## src/rtl/lir_pkg.sv

```systemverilog
// ----------------------------------------------------------------------------
// Linear interpolation resampler package
// Widths, constants, register indexes and shared types for the resampler.
// ----------------------------------------------------------------------------
package lir_pkg;

  localparam int FRAC_BITS = 16;
  localparam int POS_W     = FRAC_BITS + 5;
  localparam int SAMPLE_W  = 16;
  localparam int DIFF_W    = SAMPLE_W + 1;
  localparam int ACC_W     = SAMPLE_W + 2;
  localparam int STEP_W    = 21;
  localparam int MAX_OUT   = 24;
  localparam int RUN_CNT_W = $clog2(MAX_OUT);
  localparam int BIT_CNT_W = $clog2(FRAC_BITS + 1);
  localparam int CFG_IDX_W = 2;

  // Position constants, one bit wider than the position to hold a sum.
  localparam logic [POS_W:0] ONE_X     = (POS_W + 1)'(1) << FRAC_BITS;
  localparam logic [POS_W:0] POS_MAX_X = {1'b0, {POS_W{1'b1}}};

  localparam logic [STEP_W-1:0] STEP_RESET = STEP_W'(65536);

  // Register indexes on the configuration channel.
  localparam logic [CFG_IDX_W-1:0] REG_STEP   = CFG_IDX_W'(0);
  localparam logic [CFG_IDX_W-1:0] REG_TWO_CH = CFG_IDX_W'(1);

  typedef enum logic {
    ST_IDLE,
    ST_MUL
  } lir_state_t;

  // Status of the serial multiplier.
  typedef struct packed {
    logic busy;
    logic done;
  } mul_stat_t;

endpackage

```

## src/rtl/linear_interp_resampler.sv

```systemverilog
// ----------------------------------------------------------------------------
// Linear interpolation sample rate converter
// Streaming resampler: one signed sample in, zero or more interpolated
// stereo or mono samples out.
// ----------------------------------------------------------------------------
// Usage
//   The in_ channel carries one signed 16-bit sample per transfer. For every
//   output position that falls inside the interval between the previous and
//   the current sample, one out_ transfer carries the interpolated value on
//   the left half of out_tdata and, in stereo mode, a copy on the right half
//   (zero in mono mode). out_tlast marks the final output caused by an input.
//   The very first sample after reset is only stored and produces nothing.
//   The cfg_ channel writes the step (index 0, input rate over output rate
//   with FRAC_BITS fraction bits) and the stereo flag (index 1); it is always
//   ready and must only be used while the block is idle.
// Timing
//   Each output's interpolation product is formed one multiplier bit per
//   cycle by the serial multiplier. An input yields at most MAX_OUT (24)
//   outputs, and no further input is taken until its last output is
//   loaded; an input that yields none leaves the block idle.
// Reset and stalls
//   Reset (synchronous, active low) clears the phase, the stored sample and
//   the pending output, and restores the register defaults. If the receiver
//   stalls, the finished output waits in the output register and the next
//   product waits in the multiplier; no input is taken meanwhile.
// ----------------------------------------------------------------------------
module linear_interp_resampler (
  input  logic                              clk,
  input  logic                              rst_n,
  // Input sample channel
  input  logic                              in_tvalid,
  output logic                              in_tready,
  input  logic [15:0]                       in_tdata,   // [15:0] input_sample
  // Output sample channel
  output logic                              out_tvalid,
  input  logic                              out_tready,
  output logic [31:0]                       out_tdata,  // [15:0] left_sample,
                                                        // [31:16] right_sample
  output logic                              out_tlast,  // last_in_run
  // Configuration write channel
  input  logic                              cfg_valid,
  output logic                              cfg_ready,
  input  logic [lir_pkg::CFG_IDX_W-1:0]     cfg_index,
  input  logic [lir_pkg::STEP_W-1:0]        cfg_data
);
  import lir_pkg::*;

  lir_state_t                 state_r, state_nxt;
  logic [STEP_W-1:0]          step_r;
  logic                       two_ch_r;
  logic                       have_prev_r;
  logic [SAMPLE_W-1:0]        prev_r;
  logic [SAMPLE_W-1:0]        cur_r;
  logic [POS_W-1:0]           pos_r;
  logic [RUN_CNT_W-1:0]       n_r;
  logic                       out_valid_r;
  logic [SAMPLE_W-1:0]        out_left_r;
  logic [SAMPLE_W-1:0]        out_right_r;
  logic                       out_last_r;

  logic                       in_acc;
  logic                       slot_free;
  logic                       out_load;
  logic                       pos_lt_one;
  logic [POS_W:0]             pos_sum;
  logic [POS_W:0]             pos_clamp;
  logic [POS_W:0]             pos_wrap;
  logic [POS_W-1:0]           pos_end;
  logic                       more;
  logic                       mul_start;
  logic [SAMPLE_W-1:0]        mul_cur;
  logic signed [DIFF_W-1:0]   mul_diff;
  logic [FRAC_BITS-1:0]       mul_frac;
  mul_stat_t                  mul_stat;
  logic signed [SAMPLE_W-1:0] mul_result;

  // Position arithmetic. The next position after an output is pos + step;
  // at the end of a run the interval is left by subtracting 1.0, dropping
  // any positions beyond the output cap and saturating at the largest value.
  always_comb begin
    pos_lt_one = ({1'b0, pos_r} < ONE_X);
    pos_sum    = {1'b0, pos_r} + (POS_W + 1)'(step_r);
    more       = (pos_sum < ONE_X) && (n_r != RUN_CNT_W'(MAX_OUT - 1));
    pos_clamp  = (pos_sum < ONE_X) ? ONE_X : pos_sum;
    pos_wrap   = pos_clamp - ONE_X;
    pos_end    = (pos_wrap > POS_MAX_X) ? POS_MAX_X[POS_W-1:0] : pos_wrap[POS_W-1:0];
  end

  // Next state.
  always_comb begin
    state_nxt = state_r;
    case (state_r)
      ST_IDLE: begin
        if (in_acc && have_prev_r && pos_lt_one) begin
          state_nxt = ST_MUL;
        end
      end
      ST_MUL: begin
        if (out_load && !more) begin
          state_nxt = ST_IDLE;
        end
      end
      default: state_nxt = ST_IDLE;
    endcase
  end

  // Control outputs of the sequencer.
  always_comb begin
    in_tready = 1'b0;
    out_load  = 1'b0;
    mul_start = 1'b0;
    mul_cur   = cur_r;
    mul_frac  = pos_sum[FRAC_BITS-1:0];
    slot_free = !out_valid_r || out_tready;
    case (state_r)
      ST_IDLE: begin
        in_tready = 1'b1;
        mul_cur   = in_tdata;
        mul_frac  = pos_r[FRAC_BITS-1:0];
        mul_start = in_tvalid && have_prev_r && pos_lt_one;
      end
      ST_MUL: begin
        out_load  = mul_stat.done && slot_free;
        mul_start = out_load && more;
      end
      default: begin
        in_tready = 1'b0;
      end
    endcase
  end

  assign in_acc   = in_tvalid && in_tready;
  assign mul_diff = $signed({mul_cur[SAMPLE_W-1], mul_cur})
                  - $signed({prev_r[SAMPLE_W-1], prev_r});

  lir_mul u_mul (
    .clk    (clk),
    .rst_n  (rst_n),
    .start  (mul_start),
    .diff   (mul_diff),
    .frac   (mul_frac),
    .prev   (prev_r),
    .stat   (mul_stat),
    .result (mul_result)
  );

  // Configuration registers; an unknown index is ignored.
  assign cfg_ready = 1'b1;

  always_ff @(posedge clk) begin
    if (!rst_n) begin
      step_r   <= STEP_RESET;
      two_ch_r <= 1'b1;
    end else if (cfg_valid) begin
      case (cfg_index)
        REG_STEP:   step_r   <= cfg_data;
        REG_TWO_CH: two_ch_r <= cfg_data[0];
        default:    ;
      endcase
    end
  end

  // Sequencer state, sample history and phase.
  always_ff @(posedge clk) begin
    if (!rst_n) begin
      state_r     <= ST_IDLE;
      have_prev_r <= 1'b0;
      prev_r      <= '0;
      pos_r       <= '0;
      n_r         <= '0;
    end else begin
      state_r <= state_nxt;
      if (in_acc) begin
        if (!have_prev_r) begin
          // First sample: only remembered.
          prev_r      <= in_tdata;
          have_prev_r <= 1'b1;
        end else if (!pos_lt_one) begin
          // Position already past this interval: no output.
          prev_r <= in_tdata;
          pos_r  <= pos_r - ONE_X[POS_W-1:0];
        end else begin
          n_r <= '0;
        end
      end
      if (out_load) begin
        if (more) begin
          pos_r <= pos_sum[POS_W-1:0];
          n_r   <= n_r + RUN_CNT_W'(1);
        end else begin
          pos_r  <= pos_end;
          prev_r <= cur_r;
        end
      end
    end
  end

  always_ff @(posedge clk) begin
    if (in_acc) begin
      cur_r <= in_tdata;
    end
  end

  // Output register: holds a finished sample while the receiver stalls.
  always_ff @(posedge clk) begin
    if (!rst_n) begin
      out_valid_r <= 1'b0;
    end else if (out_load) begin
      out_valid_r <= 1'b1;
    end else if (out_tready) begin
      out_valid_r <= 1'b0;
    end
  end

  always_ff @(posedge clk) begin
    if (out_load) begin
      out_left_r  <= mul_result;
      out_right_r <= two_ch_r ? mul_result : '0;
      out_last_r  <= !more;
    end
  end

  assign out_tvalid = out_valid_r;
  assign out_tdata  = {out_right_r, out_left_r};
  assign out_tlast  = out_last_r;

  assert property (@(posedge clk) disable iff (!rst_n) (state_r == ST_IDLE) |-> !mul_stat.busy)
    else $error("multiplier running while sequencer is idle");
  assert property (@(posedge clk) disable iff (!rst_n) n_r < RUN_CNT_W'(MAX_OUT))
    else $error("output count beyond the cap");
  assert property (@(posedge clk) disable iff (!rst_n) (out_load && !more) |=> (state_r == ST_IDLE))
    else $error("run did not end after its last output");
  assert property (@(posedge clk) disable iff (!rst_n) (out_valid_r && !out_tready) |-> !out_load)
    else $error("pending output overwritten");

endmodule

```

## src/rtl/lir_mul.sv

```systemverilog
// ----------------------------------------------------------------------------
// Bit-serial interpolation multiplier
// Forms prev + diff * frac / 2^FRAC_BITS, truncated toward zero, one
// multiplier bit per cycle.
// ----------------------------------------------------------------------------
module lir_mul (
  input  logic                                clk,
  input  logic                                rst_n,
  input  logic                                start,
  input  logic signed [lir_pkg::DIFF_W-1:0]   diff,
  input  logic        [lir_pkg::FRAC_BITS-1:0] frac,
  input  logic signed [lir_pkg::SAMPLE_W-1:0] prev,
  output lir_pkg::mul_stat_t                  stat,
  output logic signed [lir_pkg::SAMPLE_W-1:0] result
);
  import lir_pkg::*;

  logic                        busy_r, busy_nxt;
  logic                        done_r, done_nxt;
  logic [BIT_CNT_W-1:0]        cnt_r, cnt_nxt;
  logic signed [ACC_W-1:0]     hi_r, hi_nxt;
  logic [FRAC_BITS-1:0]        lo_r, lo_nxt;
  logic signed [ACC_W-1:0]     d_r;
  logic signed [SAMPLE_W-1:0]  prev_r;
  logic signed [ACC_W-1:0]     sum;
  logic signed [ACC_W-1:0]     whole;
  logic signed [ACC_W-1:0]     rounded;

  // One shift-add step: the low product bits replace the multiplier bits.
  always_comb begin
    sum      = hi_r + (lo_r[0] ? d_r : '0);
    busy_nxt = busy_r;
    done_nxt = done_r;
    cnt_nxt  = cnt_r;
    hi_nxt   = hi_r;
    lo_nxt   = lo_r;
    if (start) begin
      busy_nxt = 1'b1;
      done_nxt = 1'b0;
      cnt_nxt  = '0;
      hi_nxt   = '0;
      lo_nxt   = frac;
    end else if (busy_r) begin
      hi_nxt  = sum >>> 1;
      lo_nxt  = {sum[0], lo_r[FRAC_BITS-1:1]};
      cnt_nxt = cnt_r + BIT_CNT_W'(1);
      if (cnt_r == BIT_CNT_W'(FRAC_BITS - 1)) begin
        busy_nxt = 1'b0;
        done_nxt = 1'b1;
      end
    end
  end

  always_ff @(posedge clk) begin
    if (!rst_n) begin
      busy_r <= 1'b0;
      done_r <= 1'b0;
      cnt_r  <= '0;
    end else begin
      busy_r <= busy_nxt;
      done_r <= done_nxt;
      cnt_r  <= cnt_nxt;
    end
  end

  always_ff @(posedge clk) begin
    hi_r <= hi_nxt;
    lo_r <= lo_nxt;
    if (start) begin
      d_r    <= {diff[DIFF_W-1], diff};
      prev_r <= prev;
    end
  end

  // The integer part of the full sum is prev + hi; a negative sum with a
  // non-zero fraction moves up by one to truncate toward zero.
  always_comb begin
    whole   = {{(ACC_W - SAMPLE_W){prev_r[SAMPLE_W-1]}}, prev_r} + hi_r;
    rounded = whole + ((whole[ACC_W-1] && (lo_r != '0)) ? ACC_W'(1) : '0);
  end

  assign result    = rounded[SAMPLE_W-1:0];
  assign stat.busy = busy_r;
  assign stat.done = done_r;

  assert property (@(posedge clk) disable iff (!rst_n) !(busy_r && done_r))
    else $error("multiplier busy and done together");
  assert property (@(posedge clk) disable iff (!rst_n)
                   (busy_r && !start && cnt_r == BIT_CNT_W'(FRAC_BITS - 1)) |=> done_r)
    else $error("multiplier did not finish after its last bit");
  assert property (@(posedge clk) disable iff (!rst_n) start |=> (busy_r && cnt_r == '0))
    else $error("multiplier did not start");

endmodule

```

## config.mk

```make
export PLATFORM = sky130hd
export DESIGN_NAME = linear_interp_resampler
export DESIGN_NICKNAME = d
export VERILOG_FILES = /design/src/rtl/lir_pkg.sv /design/src/rtl/linear_interp_resampler.sv /design/src/rtl/lir_mul.sv
export SDC_FILE = /design/constraint.sdc
export NUM_CORES = 1
export LEC_CHECK = 0
export ABC_CLOCK_PERIOD_IN_PS = 12200
export BUFFER_PORTS_ARGS = -buffer_cell sky130_fd_sc_hd__buf_2
export CAP_MARGIN = 0
export CORE_MARGIN = 10
export CORE_UTILIZATION = 60
export CTS_BUF_LIST = sky130_fd_sc_hd__clkbuf_4
export DETAILED_ROUTE_END_ITERATION = 8
export GPL_TIMING_DRIVEN = 0
export PLACE_DENSITY = 0.89
export REMOVE_ABC_BUFFERS = 1
export SLEW_MARGIN = 20
export SYNTH_ARGS = -nofsm -noshare
export SYNTH_HDL_FRONTEND = slang
export SYNTH_SLANG_ARGS = --single-unit
```

## constraint.sdc

```tcl
create_clock -name clk -period 12.2 [get_ports clk]
set_input_delay 1.22 -clock clk [delete_from_list [all_inputs] [get_ports clk]]
set_output_delay 1.22 -clock clk [all_outputs]
set_load 0.05 [all_outputs]
```

==> results of run 1 <==
[layout by cell type (no fill, tap or decap), drive strengths merged, types with 12 or more instances in the layout]
cell type / netlist / final
nand2b: 15 / 15
xnor2: 48 / 48
o21ai: 34 / 34
o221ai: 17 / 17
a21o: 17 / 17
o311a: 17 / 17
o21a: 12 / 12
xor2: 19 / 19
nor2: 61 / 61
buf: 16 / 84
edfxtp: 98 / 98
and2: 38 / 38
clkbuf: 27 / 19
nand2: 102 / 102
nand3: 19 / 19
inv: 55 / 59
a21oi: 68 / 68
mux2: 43 / 43
dfxtp: 91 / 91
mux2i: 22 / 22
nor3: 26 / 26
ha: 79 / 79
a221o: 17 / 17
[cell type report]
class	instances	area, um2
antenna	1	2.50
sequential	189	4770
tap	229	287
inverter	56	215
clock buffer	19	143
clock inverter	13	161
multi-input combinational	804	5930
timing repair buffer	84	508
fill	1359	6070
[report_power, final]
part	total (W)	switching (W)	internal [W]	leakage, nW
sequential	0.000820	0.0000503	0.000770	1.65
clock	0.000364	0.000216	0.000148	0.169
combinational	0.000672	0.000365	0.000308	3.08
[critical path: cells and delay by family (launching register included)]
kind                       cells  cell delay, ns
DFF                            1            0.42
and+or+nand+nor                6            1.43
xor gates and xnor gates       1            0.23
adders and majority gates      2            0.59
AOI/OAI and AO/OA              8            2.29
[how the worst max path moves through the flow]
stage,startpoint,to,cells after the start
floorplan,state_r,u_mul.lo_r[0],5
global placement,state_r,pos_r[5],5
detailed placement,u_mul.prev_r[4],out_right_r[15],17
CTS,u_mul.prev_r[4],out_right_r[15],17
global route,u_mul.prev_r[2],out_right_r[15],17
finish,u_mul.prev_r[4],out_right_r[15],17
[logic make-up after synthesis]
family | Yosys count
and+or+nand+nor | 316
AOI/OAI and AO/OA | 271
DFF | 189
buffers and inverters | 99
adders and majority gates | 83
xor gates and xnor gates | 68
muxes | 65
other | 1
[sequential cells by signal (all words and copies together) (netlist names), 16 cells and up]
signal and cells:
cur_r 16, pos_r 21, out_right_r 16, out_left_r 16
prev_r 16, u_mul.prev_r 16, step_r 21, u_mul.d_r 17
u_mul.hi_r 17, u_mul.lo_r 16
[layer usage]
layer  GRT usage  wire [um]
met3      0.0441       1350
met4      0.0557        330
met5           0         16
met1       0.245      10700
met2       0.301      10700
[metrics by stage]
| stage | setup slack, ns | utilization | total power (W) | instance area (um2) | hold slack [ns] |
|---|---|---|---|---|---|
| after global routing | 6.68 | 0.664 | 0.00198 | 12000 | 0.462 |
| final | 7.02 | 0.664 | 0.00186 | 12000 | 0.449 |
| after global placement | 5.98 | 0.639 | 0.00146 | 11600 | 0.411 |
| after detailed placement | 7.08 | 0.647 | 0.00150 | 11700 | 0.417 |
| after CTS | 7.04 | 0.664 | 0.00186 | 12000 | 0.442 |
| after floorplan | 7.79 | - | 0.00135 | 10900 | 0.408 |
==> impl_results.md, run 1 <==
* Data arrival, critical path at 5.54 ns
* Mapped Area at 0.0111 mm2
* Yosys warnings at 0
* Port buffer count at between 70 and 80
* Most numerous cell in the Yosys netlist: nand2_1
* Data required time of the worst path at 12.56 ns
* CTS Buf Count at 17
* Detail Placement HPWL at 16.9 mm
* Slowest library cell on the worst path: o311ai_0
* Syn Inst Count at 1092
* Largest net degree at the start of global routing at 78
* TritonCTS clock tree: built
* Max-cap violation count at 0
* CTS clk-pin slew, worst paths at 0.16 ns
* Critical path launch point type: flop
* Post-synthesis register bit count at 189
* Reg-to-reg endpoint: out_right_r[15]
* Dpl cells at 1362
* Post-synthesis mux area share at 0.0633
* DRT Pass-1 Iters at 5
* Post-synthesis compound-gate area fraction at 0.177
* Post-layout min period at 5.18 ns
* Post-route ant nets at 0
* Post-CTS Resized at 0
* Transition time of the tightest slew-check pin at 1.10 ns
* Area of the die at 0.0244 mm2
* Final period util at 0.425
* Status: completed
* # H-tree levels at 4
* Non-Filler Instances at 1395
* Total track usage at 0.187
* Asr flop ratio synth at 0
* Vias at between 8000 and 9000
* Root Driver: clkbuf_4
* Placer Congestion at about 0.88
* Leakage at 4.90 nW
* Crit-path max cell delay at between 0.4 and 0.5 ns
* Post-synth EDFFs at 98
* FF-to-FF setup slack at 7.02 ns
* Cts hold-fix bufs at 0
* Final wirelength at 23.1 mm
* Register area share after synthesis at 0.428
* Post-synthesis adder-cell area fraction at 0.0961
* WHS Path Cells at 0
* Clk sinks at between 150 and 200
* Hold Startpoint: prev_r[9]
* Endpoints failing setup at 0
* Post-synthesis xor/xnor area fraction at 0.0549
* Normalized max-slew margin at 0.260
* Post-synth top cells: nand2_1, edfxtp_1, dfxtp_1, ha_1, a21oi_1
* Initial antenna violation count at 2
* Postcts setup bufs at 0
* WS Path Type: reg2reg
* Hold path endpoint: u_mul.prev_r[9]
* Initial core utilization at 0.615
* Boundary Pins at 80
* Synth area leader: edfxtp_1
* Core Area at 0.0181 mm2
* Clock Skew at 0.0298 ns
* Drt drc at 0
* Crit-path max FO at 5
* Die Width at 156 um
* Pwr Density at 154 mW/mm2
* Fmax at 193 MHz
* Final Max Tran Viols at 0
* CTS Buffer Depth at 2
* Total negative setup slack at 0 ns
* RSZ-0062 raised after global routing: no
* Layout cell share with drive strength beyond 1 at 0.150
* Layout net count at 1279
* Syn_area_per_cell at 10.2 um2
* Std-Cell Rows at 49
* Area growth, synth to finish at 8.03%
* Avg WL per Cell at 16.5 um
* Main area contributors after synthesis: edfxtp_1, dfxtp_1, ha_1
* Worst Reg-to-Reg Cells at 17
* GRT Residual Overflow at 0
* Synth Area in Simple Gates at 0.139
* Unique masters post-synth at 77
* Synth Flop Type: edfxtp_1
* Vias in the first global route at a little under 8000
* Clk_lat worst skew at about 0.61 ns
* Initial DRC count at 604
* Peak supply drop at 0.0729 mV
* First-pass GRT wire length at 37.8 mm
* Top-area cell type share of the netlist area at 0.265
* Final Hold Vio Count at 0
* Worst min-delay path class: reg2reg
* FF-to-FF Start: u_mul.prev_r[4]
* Combinational family with the most area after synthesis: compound AO/OA/AOI/OAI gates
* DR vias/cell at 5.97
* Die Height at 156 um
* Critical Path Sink Type: flop
* Cell Chain, Critical Path: ha_1, and3_1, a22o_1, o211ai_1, o221ai_1, o311ai_0, a21oi_1, a2111oi_0, a21oi_1, a41oi_1, ha_1, nand3_1, nor4_1, and2_1, and4b_1, xor3_1, and2_1
Power figures use the tool's default switching activity.
==> run 2: changes to the inputs <==
--- a/config.mk
+++ b/config.mk
@@ -5,7 +5,7 @@
 export SDC_FILE = /design/constraint.sdc
 export NUM_CORES = 1
 export LEC_CHECK = 0
-export ABC_CLOCK_PERIOD_IN_PS = 12200
+export ABC_CLOCK_PERIOD_IN_PS = 5350
 export BUFFER_PORTS_ARGS = -buffer_cell sky130_fd_sc_hd__buf_2
 export CAP_MARGIN = 0
 export CORE_MARGIN = 10
==> constraint.sdc (replaced) <==
create_clock -name clk -period 5.35 [get_ports clk]
set_input_delay 0.535 -clock clk [delete_from_list [all_inputs] [get_ports clk]]
set_output_delay 0.535 -clock clk [all_outputs]
set_load 0.05 [all_outputs]
==> run 2 against run 1 <==
  * Power up 130%
  * Die area unchanged
  * Critical path depth unchanged
  * Wire length up 0.25%
==> impl_results.md, run 2 (synthesized netlist as in run 1, its figures left out) <==
* Initial DRC count at 665 (+10%)
* Post-CTS Resized at 0 (unchanged)
* Std-Cell Rows at 49 (unchanged)
* Critical path launch point type: flop
* Area growth, synth to finish at 8.09% (about the same)
* DRT Pass-1 Iters at 5 (unchanged)
* Layout Utilization at 0.665 (about the same)
* Clk sinks at 189 (unchanged)
* Layout cell share with drive strength beyond 1 at 0.151 (+0.000858)
* Commonest non-fill, non-tap cell in the layout: nand2_1
* Max-cap violation count at 0 (unchanged)
* Status: completed
* Cts hold-fix bufs at 0 (unchanged)
* Area of the die at 0.0244 mm2 (unchanged)
* Largest net degree at the start of global routing at 78 (unchanged)
* Vias in the first global route at 7910 (unchanged)
* Peak supply drop at 0.168 mV (+130%)
* CTS Buf Count at 17 (unchanged)
* Clk_lat worst skew at 0.61 ns (about the same)
* Leakage at 4.90 nW (about the same)
* FF-to-FF Start: u_mul.prev_r[4]
* Die Width at 156 um (unchanged)
* DR vias/cell at 6.01 (+0.68%)
* Core Area at 0.0181 mm2 (unchanged)
* GRT Residual Overflow at 0 (unchanged)
* Post-route cell area at 0.0120 mm2 (about the same)
* Total track usage at 0.187 (unchanged)
* Die Height at 156 um (unchanged)
* Worst Reg-to-Reg Cells at 17 (unchanged)
* CTS clk-pin slew, worst paths at 0.16 ns (about the same)
* Total negative setup slack at 0 ns (unchanged)
* Dpl cell area at 0.0117 mm2 (unchanged)
* Final period util at 0.947 (+0.522)
* Pwr Density at 353 mW/mm2 (+130%)
* Hold path endpoint: cur_r[4]
* Crit-path max FO at 5 (unchanged)
* Detail Placement HPWL at 16.9 mm (unchanged)
* Post-route ant nets at 0 (unchanged)
* Initial antenna violation count at 2 (unchanged)
* Vias at 8380 (+0.68%)
* # H-tree levels at 4 (unchanged)
* Final Max Tran Viols at 0 (unchanged)
* Normalized max-slew margin at 0.261 (+0.000813)
* WS Path Type: reg2reg
* Final wirelength at 23.1 mm (+0.25%)
* Boundary Pins at 80 (unchanged)
* TritonCTS clock tree: built
* Clock Skew at 0.0302 ns (+0.000400 ns)
* Worst hold slack at 0.111 ns (-0.337 ns)
* WHS Path Cells at 1 (+1)
* Port buffer count at 78 (unchanged)
* Critical Path Sink Type: flop
* Data required time of the worst path at 5.71 ns (-6.85 ns)
* Data arrival, critical path at 5.43 ns (-0.11 ns)
* Reg-to-reg endpoint: out_right_r[15]
* Transition time of the tightest slew-check pin at 1.10 ns (-0.00121 ns)
* Post-layout min period at 5.06 ns (-0.120 ns)
* Endpoints failing setup at 0 (unchanged)
* Drt drc at 0 (unchanged)
* Postcts setup bufs at 0 (unchanged)
* Fmax at 197 MHz (+2.4%)
* Avg WL per Cell at 16.6 um (+0.25%)
* Final Hold Vio Count at 0 (unchanged)
* Layout net count at 1279 (unchanged)
* Worst min-delay path class: in2reg
* Hold Startpoint: in_tdata[4]
* Initial core utilization at 0.615 (unchanged)
* FF-to-FF setup slack at 0.29 ns (-6.73 ns)
* Biggest regs: pos_r x21, step_r x21
* CTS Buffer Depth at 2 (unchanged)
* Root Driver: clkbuf_4
* Commonest non-fill, non-tap cells in the layout: nand2_1, edfxtp_1, dfxtp_1
* First-pass GRT wire length at 37.8 mm (unchanged)
* Placer Congestion at 0.877 (unchanged)
==> run 2: worst max path at each step <==
stage	start	to	slack, ns
after global routing	u_mul.prev_r[2]	out_right_r[15]	-0.06
after CTS	u_mul.prev_r[4]	out_right_r[15]	0.19
after global placement	state_r	pos_r[5]	-0.87
after detailed placement	u_mul.prev_r[4]	out_right_r[15]	0.23
final	u_mul.prev_r[4]	out_right_r[15]	0.29
after floorplan	state_r	u_mul.lo_r[0]	0.94
==> run 2: routing by layer <==
layer | track usage | wire, um | vias up
met5 | 0 | 16 | -
met4 | 0.0557 | 347 | 2
met3 | 0.0441 | 1330 | 34
met2 | 0.301 | 10700 | 203
met1 | 0.245 | 10700 | 3947
li1 | - | - | 4194
==> run 2: metrics by stage <==
| step | total power (W) | setup slack, ns | cells |
|---|---|---|---|
| finish | 0.00424 | 0.286 | 1395 |
| global route | 0.00452 | -0.0603 | 1395 |
| CTS | 0.00424 | 0.193 | 1394 |
| detailed placement | 0.00342 | 0.235 | 1362 |
| global placement | 0.00332 | -0.873 | 1356 |
| floorplan | 0.00308 | 0.940 | 1049 |
==> run 2: layout make-up <==
cell class                      instances  area, um2
Timing Repair Buffer                   84        508
Antenna cell                            1       2.50
Clock buffer                           19        143
Multi-Input combinational cell        804       5940
Inverter                               56        215
Sequential cell                       189       4770
Tap cell                              229        287
Clock inverter                         13        161
Fill cell                            1360       6060
==> run 2: worst max-delay path, stage by stage, from the launching register on <==
cell and delay, ns:
edfxtp_1 0.42, ha_1 0.37, and3_1 0.22, a22o_1 0.27, o211ai_1 0.30, o221ai_1 0.22, o311ai_1 0.36, a21oi_1 0.17
a2111oi_0 0.43, a21oi_1 0.17, a41oi_1 0.26, ha_1 0.22, nand3_1 0.19, nor4_2 0.34, and2_1 0.24, and4b_1 0.24
xor3_1 0.23, and2_1 0.17
==> run 2: where the power goes <==
| part | internal [W] | switching [W] | total, W |
|---|---|---|---|
| clock network | 0.000338 | 0.000493 | 0.000831 |
| registers | 0.00175 | 0.000115 | 0.00187 |
| logic | 0.000702 | 0.000839 | 0.00154 |
| total | 0.00280 | 0.00145 | 0.00424 |
